[src/design/nts_pkg.sv]
package nts_pkg;

   // default nesting bound
   localparam int unsigned MAX_DEPTH_DEF = 255;

   typedef enum logic [3:0] {
      TK_OPEN    = 4'd0,
      TK_CLOSE   = 4'd1,
      TK_SYMBOL  = 4'd2,
      TK_STRING  = 4'd3,
      TK_NUMBER  = 4'd4,
      TK_TAG     = 4'd5,
      TK_COMMENT = 4'd6,
      TK_COMMA   = 4'd7,
      TK_SEMI    = 4'd8,
      TK_UNKNOWN = 4'd9,
      TK_LEXERR  = 4'd10,
      TK_END     = 4'd11,
      TK_NONE    = 4'd15
   } token_kind_type;

   typedef enum logic [3:0] {
      ST_OK           = 4'd0,
      ST_EMPTY        = 4'd1,
      ST_LEXER_ERROR  = 4'd2,
      ST_INVALID      = 4'd3,
      ST_NO_OPEN      = 4'd4,
      ST_TOO_MANY_CLS = 4'd5,
      ST_BAD_CLOSE    = 4'd6,
      ST_BAD_TAG      = 4'd7,
      ST_BAD_COMMA    = 4'd8,
      ST_BAD_SEMI     = 4'd9,
      ST_MISSING_CLS  = 4'd10,
      ST_MISSING_SEMI = 4'd11,
      ST_TRAILING     = 4'd12,
      ST_DEPTH_OVF    = 4'd13
   } status_type;

   typedef enum logic [1:0] {
      NK_LABELLED = 2'd0,
      NK_LEAF     = 2'd1,
      NK_INTERNAL = 2'd2,
      NK_ROOT     = 2'd3
   } name_kind_type;

   localparam logic OUT_NODE   = 1'b0;
   localparam logic OUT_STATUS = 1'b1;

   // node flag bits
   localparam int unsigned FL_LENGTH  = 0;
   localparam int unsigned FL_TAG     = 1;
   localparam int unsigned FL_COMMENT = 2;

   // predecessor masks, one bit per token kind
   localparam logic [15:0] PM_OPEN  = 16'h00c1; // open, comment, comma
   localparam logic [15:0] PM_CLOSE = 16'h00fe; // close, label, number, tag, comment, comma
   localparam logic [15:0] PM_LABEL = 16'h00c3; // open, close, comment, comma
   localparam logic [15:0] PM_NUM   = 16'h00cf; // open, close, label, comment, comma
   localparam logic [15:0] PM_TAG   = 16'h007e; // close, label, number, tag, comment
   localparam logic [15:0] PM_CMT   = 16'h007e; // same set sets the comment flag
   localparam logic [15:0] PM_COMMA = 16'h00ff;
   localparam logic [15:0] PM_SEMI  = 16'h007e;

   typedef struct packed {
      logic           seen_token;
      logic           tree_closed;
      logic           lex_failed;
      status_type     first_error;
      logic [15:0]    first_error_pos;
      token_kind_type prev_kind;
      token_kind_type prev_solid_kind;
      logic           node_open;
      logic           open_leaf;
      logic           open_named;
      logic [15:0]    open_label_pos;
      logic [2:0]     open_flags;
   } nts_state_type;

   localparam nts_state_type STATE_RESET = '{
      seen_token:      1'b0,
      tree_closed:     1'b0,
      lex_failed:      1'b0,
      first_error:     ST_OK,
      first_error_pos: 16'd0,
      prev_kind:       TK_NONE,
      prev_solid_kind: TK_NONE,
      node_open:       1'b0,
      open_leaf:       1'b0,
      open_named:      1'b0,
      open_label_pos:  16'd0,
      open_flags:      3'd0
   };

   typedef struct packed {
      logic          out_kind;
      logic [7:0]    node_depth;
      logic          node_leaf;
      name_kind_type name_kind;
      logic [15:0]   label_position;
      logic          has_length;
      logic          has_tag;
      logic          has_comment;
      status_type    status;
      logic [15:0]   error_position;
   } nts_result_type;

   function automatic logic prev_in(input token_kind_type prev, input logic [15:0] mask);
      return mask[prev];
   endfunction

endpackage

[src/design/nts_step.sv]
module nts_step #(
   parameter int unsigned MAX_DEPTH = nts_pkg::MAX_DEPTH_DEF,
   parameter int unsigned DEPTH_W   = $clog2(MAX_DEPTH + 1)
) (
   input  logic [3:0]             token_kind,
   input  logic [15:0]            position,
   input  nts_pkg::nts_state_type cur,
   input  logic [DEPTH_W-1:0]     cur_nest,
   input  logic [DEPTH_W-1:0]     cur_open_depth,
   output nts_pkg::nts_state_type nxt,
   output logic [DEPTH_W-1:0]     nxt_nest,
   output logic [DEPTH_W-1:0]     nxt_open_depth,
   output logic                   emit,
   output nts_pkg::nts_result_type res
);
   import nts_pkg::*;

   always_comb begin
      token_kind_type     kind;
      logic               upd;
      logic [DEPTH_W-1:0] o_depth;
      logic               o_leaf;
      logic               o_named;
      logic [15:0]        o_label;
      logic [2:0]         o_flags;
      name_kind_type      nk;

      nxt            = cur;
      nxt_nest       = cur_nest;
      nxt_open_depth = cur_open_depth;
      emit           = 1'b0;
      res            = '0;
      upd            = 1'b0;
      o_depth        = cur_open_depth;
      o_leaf         = cur.open_leaf;
      o_named        = cur.open_named;
      o_label        = cur.open_label_pos;
      o_flags        = cur.open_flags;
      nk             = NK_LABELLED;

      // reserved codes read as unknown
      if (token_kind > TK_END) begin
         kind = TK_UNKNOWN;
      end else begin
         kind = token_kind_type'(token_kind);
      end

      if (kind == TK_END) begin
         emit         = 1'b1;
         res.out_kind = OUT_STATUS;
         if (!cur.seen_token) begin
            res.status         = ST_EMPTY;
            res.error_position = position;
         end else if (cur.first_error != ST_OK && cur.first_error != ST_TRAILING) begin
            res.status         = cur.first_error;
            res.error_position = cur.first_error_pos;
         end else if (cur_nest != '0) begin
            res.status         = ST_MISSING_CLS;
            res.error_position = position;
         end else if (!cur.tree_closed) begin
            res.status         = ST_MISSING_SEMI;
            res.error_position = position;
         end else if (cur.first_error == ST_TRAILING) begin
            res.status         = ST_TRAILING;
            res.error_position = cur.first_error_pos;
         end
         nxt            = STATE_RESET;
         nxt_nest       = '0;
         nxt_open_depth = '0;
      end else begin
         nxt.seen_token = 1'b1;
         if (kind == TK_LEXERR) begin
            if (!cur.lex_failed) begin
               nxt.lex_failed      = 1'b1;
               nxt.first_error     = ST_LEXER_ERROR;
               nxt.first_error_pos = position;
            end
         end else if (cur.lex_failed || cur.first_error != ST_OK) begin
            // stream already failed
         end else if (cur.tree_closed) begin
            if (kind != TK_COMMENT) begin
               nxt.first_error     = ST_TRAILING;
               nxt.first_error_pos = position;
            end
         end else if (kind == TK_UNKNOWN) begin
            nxt.first_error     = ST_INVALID;
            nxt.first_error_pos = position;
         end else if (kind == TK_OPEN) begin
            if (cur.prev_kind != TK_NONE && !prev_in(cur.prev_kind, PM_OPEN)) begin
               nxt.first_error     = ST_INVALID;
               nxt.first_error_pos = position;
            end else if (cur_nest >= DEPTH_W'(MAX_DEPTH)) begin
               nxt.first_error     = ST_DEPTH_OVF;
               nxt.first_error_pos = position;
            end else begin
               nxt_nest = cur_nest + 1'b1;
               upd      = 1'b1;
            end
         end else if (cur.prev_kind == TK_NONE) begin
            if (kind != TK_COMMENT) begin
               nxt.first_error     = ST_NO_OPEN;
               nxt.first_error_pos = position;
            end else begin
               upd = 1'b1;
            end
         end else begin
            // open a fresh node record if none is pending
            if (!cur.node_open) begin
               o_depth = cur_nest;
               o_leaf  = (cur.prev_solid_kind == TK_OPEN) || (cur.prev_solid_kind == TK_COMMA);
               o_named = 1'b0;
               o_label = 16'd0;
               o_flags = 3'd0;
            end
            upd = 1'b1;
            case (kind)
               TK_CLOSE: begin
                  if (cur_nest == '0) begin
                     nxt.first_error = ST_TOO_MANY_CLS;
                     upd             = 1'b0;
                  end else if (!prev_in(cur.prev_kind, PM_CLOSE)) begin
                     nxt.first_error = ST_BAD_CLOSE;
                     upd             = 1'b0;
                  end else begin
                     emit     = 1'b1;
                     nk       = o_named ? NK_LABELLED : (o_leaf ? NK_LEAF : NK_INTERNAL);
                     nxt_nest = cur_nest - 1'b1;
                  end
               end
               TK_SYMBOL, TK_STRING: begin
                  if (!prev_in(cur.prev_kind, PM_LABEL)) begin
                     nxt.first_error = ST_INVALID;
                     upd             = 1'b0;
                  end else begin
                     o_named = 1'b1;
                     o_label = position;
                  end
               end
               TK_NUMBER: begin
                  if (!prev_in(cur.prev_kind, PM_NUM)) begin
                     nxt.first_error = ST_INVALID;
                     upd             = 1'b0;
                  end else begin
                     o_flags[FL_LENGTH] = 1'b1;
                  end
               end
               TK_TAG: begin
                  if (!prev_in(cur.prev_kind, PM_TAG)) begin
                     nxt.first_error = ST_BAD_TAG;
                     upd             = 1'b0;
                  end else begin
                     o_flags[FL_TAG] = 1'b1;
                  end
               end
               TK_COMMENT: begin
                  if (prev_in(cur.prev_kind, PM_CMT)) begin
                     o_flags[FL_COMMENT] = 1'b1;
                  end
               end
               TK_COMMA: begin
                  if (!prev_in(cur.prev_kind, PM_COMMA)) begin
                     nxt.first_error = ST_BAD_COMMA;
                     upd             = 1'b0;
                  end else begin
                     emit = 1'b1;
                     nk   = o_named ? NK_LABELLED : (o_leaf ? NK_LEAF : NK_INTERNAL);
                  end
               end
               default: begin
                  if (!prev_in(cur.prev_kind, PM_SEMI)) begin
                     nxt.first_error = ST_BAD_SEMI;
                     upd             = 1'b0;
                  end else begin
                     emit            = 1'b1;
                     nk              = o_named ? NK_LABELLED : NK_ROOT;
                     nxt.tree_closed = 1'b1;
                  end
               end
            endcase
            if (!upd) begin
               nxt.first_error_pos = position;
            end
            nxt.node_open      = !emit;
            nxt.open_leaf      = o_leaf;
            nxt.open_named     = o_named;
            nxt.open_label_pos = o_label;
            nxt.open_flags     = o_flags;
            nxt_open_depth     = o_depth;
            if (emit) begin
               res.out_kind       = OUT_NODE;
               res.node_depth     = 8'(o_depth);
               res.node_leaf      = o_leaf;
               res.name_kind      = nk;
               res.label_position = o_label;
               res.has_length     = o_flags[FL_LENGTH];
               res.has_tag        = o_flags[FL_TAG];
               res.has_comment    = o_flags[FL_COMMENT];
            end
         end
         if (upd) begin
            nxt.prev_kind = kind;
            if (kind != TK_COMMENT) begin
               nxt.prev_solid_kind = kind;
            end
         end
      end
   end

endmodule

[config.mk]
export PLATFORM = sky130hd
export DESIGN_NAME = nts_step
export DESIGN_NICKNAME = d
export VERILOG_FILES = /design/src/design/nts_pkg.sv /design/src/design/nts_step.sv
export SDC_FILE = /design/constraint.sdc
export NUM_CORES = 1
export LEC_CHECK = 0
export BUFFER_PORTS_ARGS = -buffer_cell sky130_fd_sc_hd__buf_2
export CORE_MARGIN = 10
export CORE_UTILIZATION = 54
export DETAILED_ROUTE_END_ITERATION = 6
export PLACE_DENSITY_LB_ADDON = 0.15
export SLEW_MARGIN = 20
export SYNTH_ARGS = -nofsm -noshare
export SYNTH_HDL_FRONTEND = slang
export SYNTH_SLANG_ARGS = --single-unit
[constraint.sdc]
create_clock -name vclk -period 9.4
set_input_delay 1.88 -clock vclk [all_inputs]
set_output_delay 1.88 -clock vclk [all_outputs]
set_load 0.01 [all_outputs]
# [Yosys cells after proc, flatten, opt, wreduce, memory -nomap -nowiden]
# Memory sizes are Yosys's and may differ from the RTL's.
# Cells that the tools add are included.
# Widths: inputs -> output; s select.
[word_totals] romBits=96 latch_bits=0 input_bits=89 regBits=0 wordCells=195 n_memories=6 ram_bits=0
[memory_table] name="(name not given)" words=16 width=1 read_ports=1 rd_clocked_by_memory_dff=0 wr=0 line="nts_pkg.sv:108" source="return mask[prev];"
[memory_table] name="(name not given)" words=16 width=1 read_ports=1 rd_clocked_by_memory_dff=0 wr=0 line="nts_pkg.sv:108"
[memory_table] name="(name not given)" words=16 width=1 read_ports=1 rd_clocked_by_memory_dff=0 wr=0 line="nts_pkg.sv:108"
[memory_table] name="(name not given)" words=16 width=1 read_ports=1 rd_clocked_by_memory_dff=0 wr=0 line="nts_pkg.sv:108"
[memory_table] name="(name not given)" words=16 width=1 read_ports=1 rd_clocked_by_memory_dff=0 wr=0 line="nts_pkg.sv:108"
[memory_table] name="(name not given)" words=16 width=1 read_ports=1 rd_clocked_by_memory_dff=0 wr=0 line="nts_pkg.sv:108"
[op_classes] reduce_logical=14 mul=0 add_sub_neg=2 n_eq_ne=16 magnitude_cmp=3 div=0 bitwise=0 n_shift=0 mux=154
[ops] cell="$mux 20" n=17
[ops] cell="$mux 30" n=8
[ops] cell="$mux 8" n=21
[ops] cell="$mux 22" n=6
[ops] cell="$mux 1" n=76
[ops] cell="$mux 16" n=4
[ops] cell="$mux 53" n=1
[ops] cell="$mux 4" n=9
[ops] cell="$pmux 4 s6" n=1
[ops] cell="$eq 4x3->1 const B" n=5
[ops] cell="$eq 4x4->1 const B" n=5
[ops] cell="$mux 2" n=7
[ops] cell="$add 8x1->8 const B" n=1
[ops] cell="$eq 4x2->1 const B" n=2
[ops] cell="$ge 8x8->1 const B" n=1
[ops] cell="$logic_not 4->1" n=2
[ops] cell="$logic_not 8->1" n=1
[ops] cell="$ne 4x4->1 const B" n=2
[ops] cell="$reduce_bool 8->1" n=1
[ops] cell="$sub 8x1->8 const B" n=1
[ops] cell="$reduce_or 7->1" n=1
[ops] cell="$pmux 2 s3" n=1
[ops] cell="$lt 4x5->1 const B" n=1
[ops] cell="$pmux 1 s5" n=1
[ops] cell="other kinds (11)" n=14

# [Depth between registers and ports, before layout]
# Gate-level depths: netlist of the first run.
[logic_depth] word_depth=23 ltp_mapped=11 depth_no_buf=9

# [Least setup slack after synthesis of the first run]
# No wires, ideal clock.
[synth_timing] path_type="input port to output port" from="input port token_kind[0]" to="output port nxt[37] (netlist name)" t_arrival_ps=4061 path_slack_ps=3459 cell_stages=11 path_cell_list="buf_4 -> or4b_1 -> buf_2 -> nor3_4 -> nand2_2 -> a311o_1 -> buf_6 -> buf_4 -> mux2i_1 -> a221o_1 -> a21oi_1"
[synth_lines] item="from (decl)" line="nts_step.sv:5" source="input logic [3:0] token_kind,"
[synth_lines] item="to (decl)" line="nts_step.sv:10" source="output nts_pkg::nts_state_type nxt,"

==> summary.md, run 1 <==
| Metric | Value |
|---|---|
| Status | finished, violations left |
| Failing checks | design-rule violations |
| Critical Path Sink Type | output port |
| Initial antenna violation count | 0 |
| Fmax | around 140 MHz |
| Post-synthesis cell area | around 4500 µm² |
| Yosys cell types | 59 |
| Slew margin rel. | between 30% and 40% |
| Final ANT Viol Nets | 0 |
| Vias per cell | 6.94 |
| Worst-margin pin slew | about 1 ns |
| Largest family of logic cells by synthesized area | compound AO/OA/AOI/OAI gates |
| Total power | 0.000237 W |
| Resized Gates After CTS | 0 |
| Routed Wire Length | 21800 µm |
| Final hold vios | 0 |
| Ant diodes | 0 |
| VDD IR max | 32.0 µV |
| GRT Util Overall | between 30% and 40% |
| Met1 Usage GRT | 37.7% |
| Largest net degree at the start of global routing | between 40 and 50 |
| Register area | 0 µm² |
| Die Y | roughly 110 µm |
| Met2 Resource Use GR | around 52% |
| Ys Warns | 0 |
| CP startpoint kind | input port |
| Post-synthesis sequential area ratio | 0% |
| WS Path Type | input port to output port |
| Post-DP HPWL | between 15000 and 20000 µm |
| GRT busiest layer | met2 |
| Pwr Density | roughly 44 nW/µm² |
| Post-Syn Nets | 890 |
| Mux cell area share after synthesis | between 10% and 20% |
| CLK BUF | 0 |
| Nets | approximately 1000 |
| Maxcap violations | 0 |
| GRT met3 Usage | between 7 and 8% |
| Data arrival time of the worst path | around 5.2 ns |
| FFs & Latches | 0 |
| WL per Instance | about 21 µm |
| GP Congestion | roughly 1 |
| Period utilization | roughly three quarters |
| Postcts setup bufs | 0 |
| Mapped Avg Cell Area | approximately 5.7 µm² |
| Final min period | around 7.0 ns |
| DRT iter0 DRCs | about 1100 |
| Cells after Synth | roughly 800 |
| Hold Buf Count CTS | 0 |
| Worst Hold Class | input port to output port |
| PortBufs | 210 |
| Share of cells above drive strength 1 | between 20% and 30% |
| DRC | 3 |
| Final TNS setup | 0 ns |
| Simple-Gate Fraction of Synth Area | 34.1% |
| Die W | 112 µm |
| Top cells by area, synth | mux2i_1 13%, a21oi_1 10%, nor2_1 9.8% |
| Vias in the first global route | ~6700 |
| GRT overflow | 0 |
| Vias | 7054 |
| Die area | 12500 µm² |
| P&R area growth vs syn | 18.6% |
| Worst EP required | between 7 and 8 ns |
| Initial core utilization | a little under three fifths |
| Post-synthesis compound-gate area fraction | between 40% and 50% |
| First-pass GRT wire length | 33900 µm |
| Core box area | approximately 8200 µm² |
| Post-synthesis xor/xnor area fraction | less than 1% |
| Crit-path max FO | 28 |
| Row cnt | 33 |
| Detailed-router iteration count before antenna repair | 7 |
| Adder-cell share of the synthesized area | less than 1% |
| Yosys top cell area share | between 10% and 20% |
| RSZ-0062 raised after global routing | no |
| Slew Viols, Final | 0 |
| I/O Pins | 210 |
| Leakage | about 2.5 nW |
| Final setup fails | 0 |
| Synth area leader | mux2i_1 |
-- stage by stage --
| stage | cells | setup slack, ns | util, % | hold WS, ns | area, µm² |
|---|---|---|---|---|---|
| 5_1_grt | 1017 | 2.09 | 65.7 | 4.11 | 5370 |
| 3_5_place_dp | 1017 | 2.14 | 65.7 | 4.10 | 5370 |
| 4_1_cts | 1017 | 2.16 | 65.7 | 4.11 | 5370 |
| 3_3_place_gp | 1017 | 2.35 | 65.7 | 4.09 | 5370 |
| 6_report | 1017 | 2.36 | 65.7 | 4.10 | 5370 |
| 2_1_floorplan | 798 | 3.46 | - | 3.87 | 4530 |
-- synth_stat cells (4+ instances only) --
cell / number
nand3b_1: 4
a21boi_0: 17
clkbuf_1: 86
and3_1: 5
buf_2: 10
o21ai_0: 33
o22ai_1: 19
a221o_1: 18
a32oi_1: 4
buf_4: 4
a211oi_1: 4
nor2b_1: 21
mux2i_1: 59
nand2b_1: 6
nor3_1: 17
nand3_1: 38
nand4_1: 8
o41ai_1: 4
or3_1: 9
nand2_1: 96
nor2_1: 118
a22oi_1: 35
a21oi_1: 94
a31oi_1: 4
a2111oi_0: 17
inv_1: 9
o21ai_1: 6
-- layout by cell type (no fill, tap or decap), types with 3 or more instances in the layout --
cell,n
o41ai_1,4
mux2i_1,59
nand3b_1,4
nor3_2,3
a211oi_1,4
ha_1,3
o21ai_1,6
nor2_1,116
nand2_1,95
a21boi_0,17
buf_4,9
o22ai_1,19
a221o_1,18
o31ai_1,3
a2111oi_0,17
nor3_1,15
o21ai_0,33
nand2b_1,5
nor2b_1,21
xnor2_1,3
a21o_1,3
a22oi_1,35
nand4_1,8
inv_1,9
buf_2,210
nand3_1,38
a32oi_1,4
or3_1,9
and3_1,5
a31oi_1,4
o32a_1,3
a21oi_1,94
-- worst max-delay path, stage by stage --
cell and delay (ns):
buf_2 0.29, nor3_1 0.26, nand2_1 0.46, or2_2 0.59
nor2_1 0.41, o21ai_1 0.21, nand2b_2 0.56, a21oi_1 0.29
buf_2 0.17
-- cells by family after synthesis --
logic type / count (synthesis)
AND/OR/NAND/NOR: 337
AO/OA/AOI/OAI: 279
adder cells (fa/ha/maj): 3
XOR/XNOR: 5
multiplexers: 59
buffers and inverters: 115
-- final timing paths --
kind,startpoint,to,slack (ns),cells after the start
min,cur_open_depth[1],nxt_open_depth[1],4.10,4
max,cur[50],res[23],2.36,9
-- area by class of cell --
class                           count  area, µm²
Fill cell                         743       2800
Inverter                           10       37.5
Multi-Input combinational cell    683       4090
Tap cell                          105        131
Timing Repair Buffer              219       1120
-- layer usage --
layer  up-vias  wire length, µm
li1       3161                -
met1      3235             8200
met2       575            10000
met3        83             2920
met4         0              629
met5         -                0
-- power breakdown --
part           internal (W)  leakage [nW]  switching, W
Clock                     0             0             0
Combinational     0.0000892          2.48      0.000148
Sequential                0             0             0
Total             0.0000892          2.48      0.000148
Power figures use the tool's default switching activity.
==> inputs of run 2 (changes only) <==
--- a/config.mk
+++ b/config.mk
@@ -5,9 +5,10 @@
 export SDC_FILE = /design/constraint.sdc
 export NUM_CORES = 1
 export LEC_CHECK = 0
+export ABC_AREA = 1
 export BUFFER_PORTS_ARGS = -buffer_cell sky130_fd_sc_hd__buf_2
 export CORE_MARGIN = 10
-export CORE_UTILIZATION = 54
+export CORE_UTILIZATION = 50
 export DETAILED_ROUTE_END_ITERATION = 6
 export PLACE_DENSITY_LB_ADDON = 0.15
 export SLEW_MARGIN = 20
==> constraint.sdc (replaced) <==
create_clock -name vclk -period 6.67
set_input_delay 1.334 -clock vclk [all_inputs]
set_output_delay 1.334 -clock vclk [all_outputs]
set_load 0.01 [all_outputs]
==> run 2 against run 1 <==
Net effect:
- the flow now finishes without violations
- sequential share of layout area unchanged
- total power up 43%
- synthesized cell count up 20%
- final area up 1.2%
- setup slack worse by 0.83 ns
- synthesized area down 1.2%
- first-iteration DRC count down 29%
- via count down 2.3%
- hold slack worse by 1.1 ns
- critical path type unchanged
- largest cell class unchanged
- largest power group unchanged
==> summary.md, run 2 <==
| Metric | Value |
|---|---|
| Final min period | a little over 5 ns |
| Setup ws final | ~1.5 ns |
| Post-synthesis sequential area ratio | 0% |
| Die area | about 13000 µm² |
| Vias | around 6900 |
| CP startpoint kind | input port |
| Worst EP required | ~5.3 ns |
| GRT overflow | 0 |
| VDD IR max | 32.6 µV |
| Post-route cell area | roughly 5400 µm² |
| PortBufs | 210 |
| Crit-path max FO | 20 |
| Postcts setup bufs | 0 |
| RSZ-0062 raised after global routing | no |
| Initial core utilization | around half |
| Fmax | just under 200 MHz |
| GRT Util Overall | 27.5% |
| I/O Pins | 210 |
| Most frequent cell after synthesis | nand2_1 |
| Synth cell count leaders | 316 x nand2_1, 115 x a21oi_1, 98 x o21ai_0 |
| Critical Path Sink Type | output port |
| Final hold vios | 0 |
| Largest net degree at the start of global routing | 46 |
| Share of cells above drive strength 1 | around 25% |
| WS Path Type | input port to output port |
| Final setup fails | 0 |
| Core box area | 8720 µm² |
| Cells after Synth | 960 |
| Ant diodes | 0 |
| Mapped Avg Cell Area | roughly 4.7 µm² |
| DRT iter0 DRCs | ~760 |
| Worst-margin pin slew | approximately 0.9 ns |
| Post-Syn Nets | 1052 |
| Leakage | 3.19 nW |
| Row cnt | 34 |
| First-pass GRT wire length | about 31000 µm |
| FFs & Latches | 0 |
| Maxcap violations | 0 |
| Post-synthesis cell area | 4480 µm² |
| Die W | 115 µm |
| Synth area leader | nand2_1 |
| Resized Gates After CTS | 0 |
| Dpl cell area | 5440 µm² |
| Pwr Density | 62.3 nW/µm² |
| Post-DP HPWL | 15200 µm |
| DRC | 0 |
| CLK BUF | 0 |
| Detailed-router iteration count before antenna repair | 5 |
| Status | complete, no violations |
| Vias per cell | ~5.6 |
| Vias in the first global route | around 6100 |
| Initial antenna violation count | 0 |
| Commonest non-fill, non-tap cell in the layout | nand2_1 |
| Slew margin rel. | approximately two fifths |
| Final ANT Viol Nets | 0 |
| Period utilization | 77.1% |
| Nets | ~1200 |
| Hold Buf Count CTS | 0 |
| Yosys top cell area share | 26.5% |
| Worst Hold Class | input port to output port |
| WHS | 3.00 ns |
| Ys Warns | 0 |
| Final TNS setup | 0 ns |
| Post-Place Setup Slack | 1.57 ns |
| Register area | 0 µm² |
| Data arrival time of the worst path | 3.81 ns |
| Routed Wire Length | 19600 µm |
| Commonest non-fill, non-tap cells in the layout | 316 x nand2_1, 210 x buf_2, 115 x a21oi_1 |
| Die Y | 115 µm |
| Yosys cell types | 41 |
| GP Congestion | just under 1 |
| P&R area growth vs syn | 21.5% |
| WL per Instance | 16.0 µm |
| Slew Viols, Final | 0 |
| Top cells by area, synth | nand2_1 27%, a21oi_1 13%, o21ai_0 11% |
==> run 2: cell types whose count changed after synthesis, sizes merged, moves of 21 or more <==
cell    delta
nor2b     -21
nand3     +49
o21ai     +64
a21oi     +29
clkbuf    -49
inv       +99
nor2      -45
mux2i     -59
nand2    +223
a22oi     -35
or2       +21
==> run 2: path summary, 6_finish.rpt <==
path | from | to | slack, ns | cells after the start
setup / recovery | cur[28] | nxt[31] | 1.53 | 18
hold / removal | cur_nest[0] | nxt_nest[0] | 3.00 | 3
==> run 2: cell type report <==
type / instances / area [µm²]
multi-input combinational: 791 / 3780
inverter: 110 / 418
tap: 108 / 135
timing repair buffer: 217 / 1100
fill: 987 / 3280
==> run 2: through the flow <==
step	total power, W	utilization [%]	instances
2_1_floorplan	0.000211	-	960
3_3_place_gp	0.000331	62.3	1226
3_5_place_dp	0.000333	62.3	1226
4_1_cts	0.000334	62.3	1226
5_1_grt	0.000378	62.3	1226
6_report	0.000339	62.3	1226
==> run 2: power by group <==
group | total [W] | switching, W | internal (W)
clock | 0 | 0 | 0
combinational | 0.000339 | 0.000222 | 0.000117
sequential | 0 | 0 | 0
total | 0.000339 | 0.000222 | 0.000117
==> run 2: per-layer routing <==
layer / global-route usage (%) / part of all wire (%)
met1: 36.8 / 41
met2: 42.5 / 44
met3: 8.18 / 13
met4: 5.51 / 1.8
met5: 0 / 0
==> run 2: kinds of logic after synthesis <==
family	count (synthesis)	synth area share, %
xor gates and xnor gates	6	1.17
buffers and inverters	169	15.5
AOI/OAI and AO/OA	260	31.9
adders and majority gates	3	0.839
and+or+nand+nor	522	50.6
==> run 2: critical path: stages <==
cell and delay (ns):
buf_2 0.11, nand3_1 0.24, nand2_1 0.12, nand2_1 0.11, inv_1 0.13, nand2_1 0.44, inv_2 0.47, nand2_1 0.09
nand3_1 0.08, nand2_1 0.05, inv_1 0.05, nand2_1 0.04, nand2_1 0.06, nand2_1 0.05, nand2_1 0.07, nand2_1 0.04
a21oi_1 0.14, buf_2 0.16
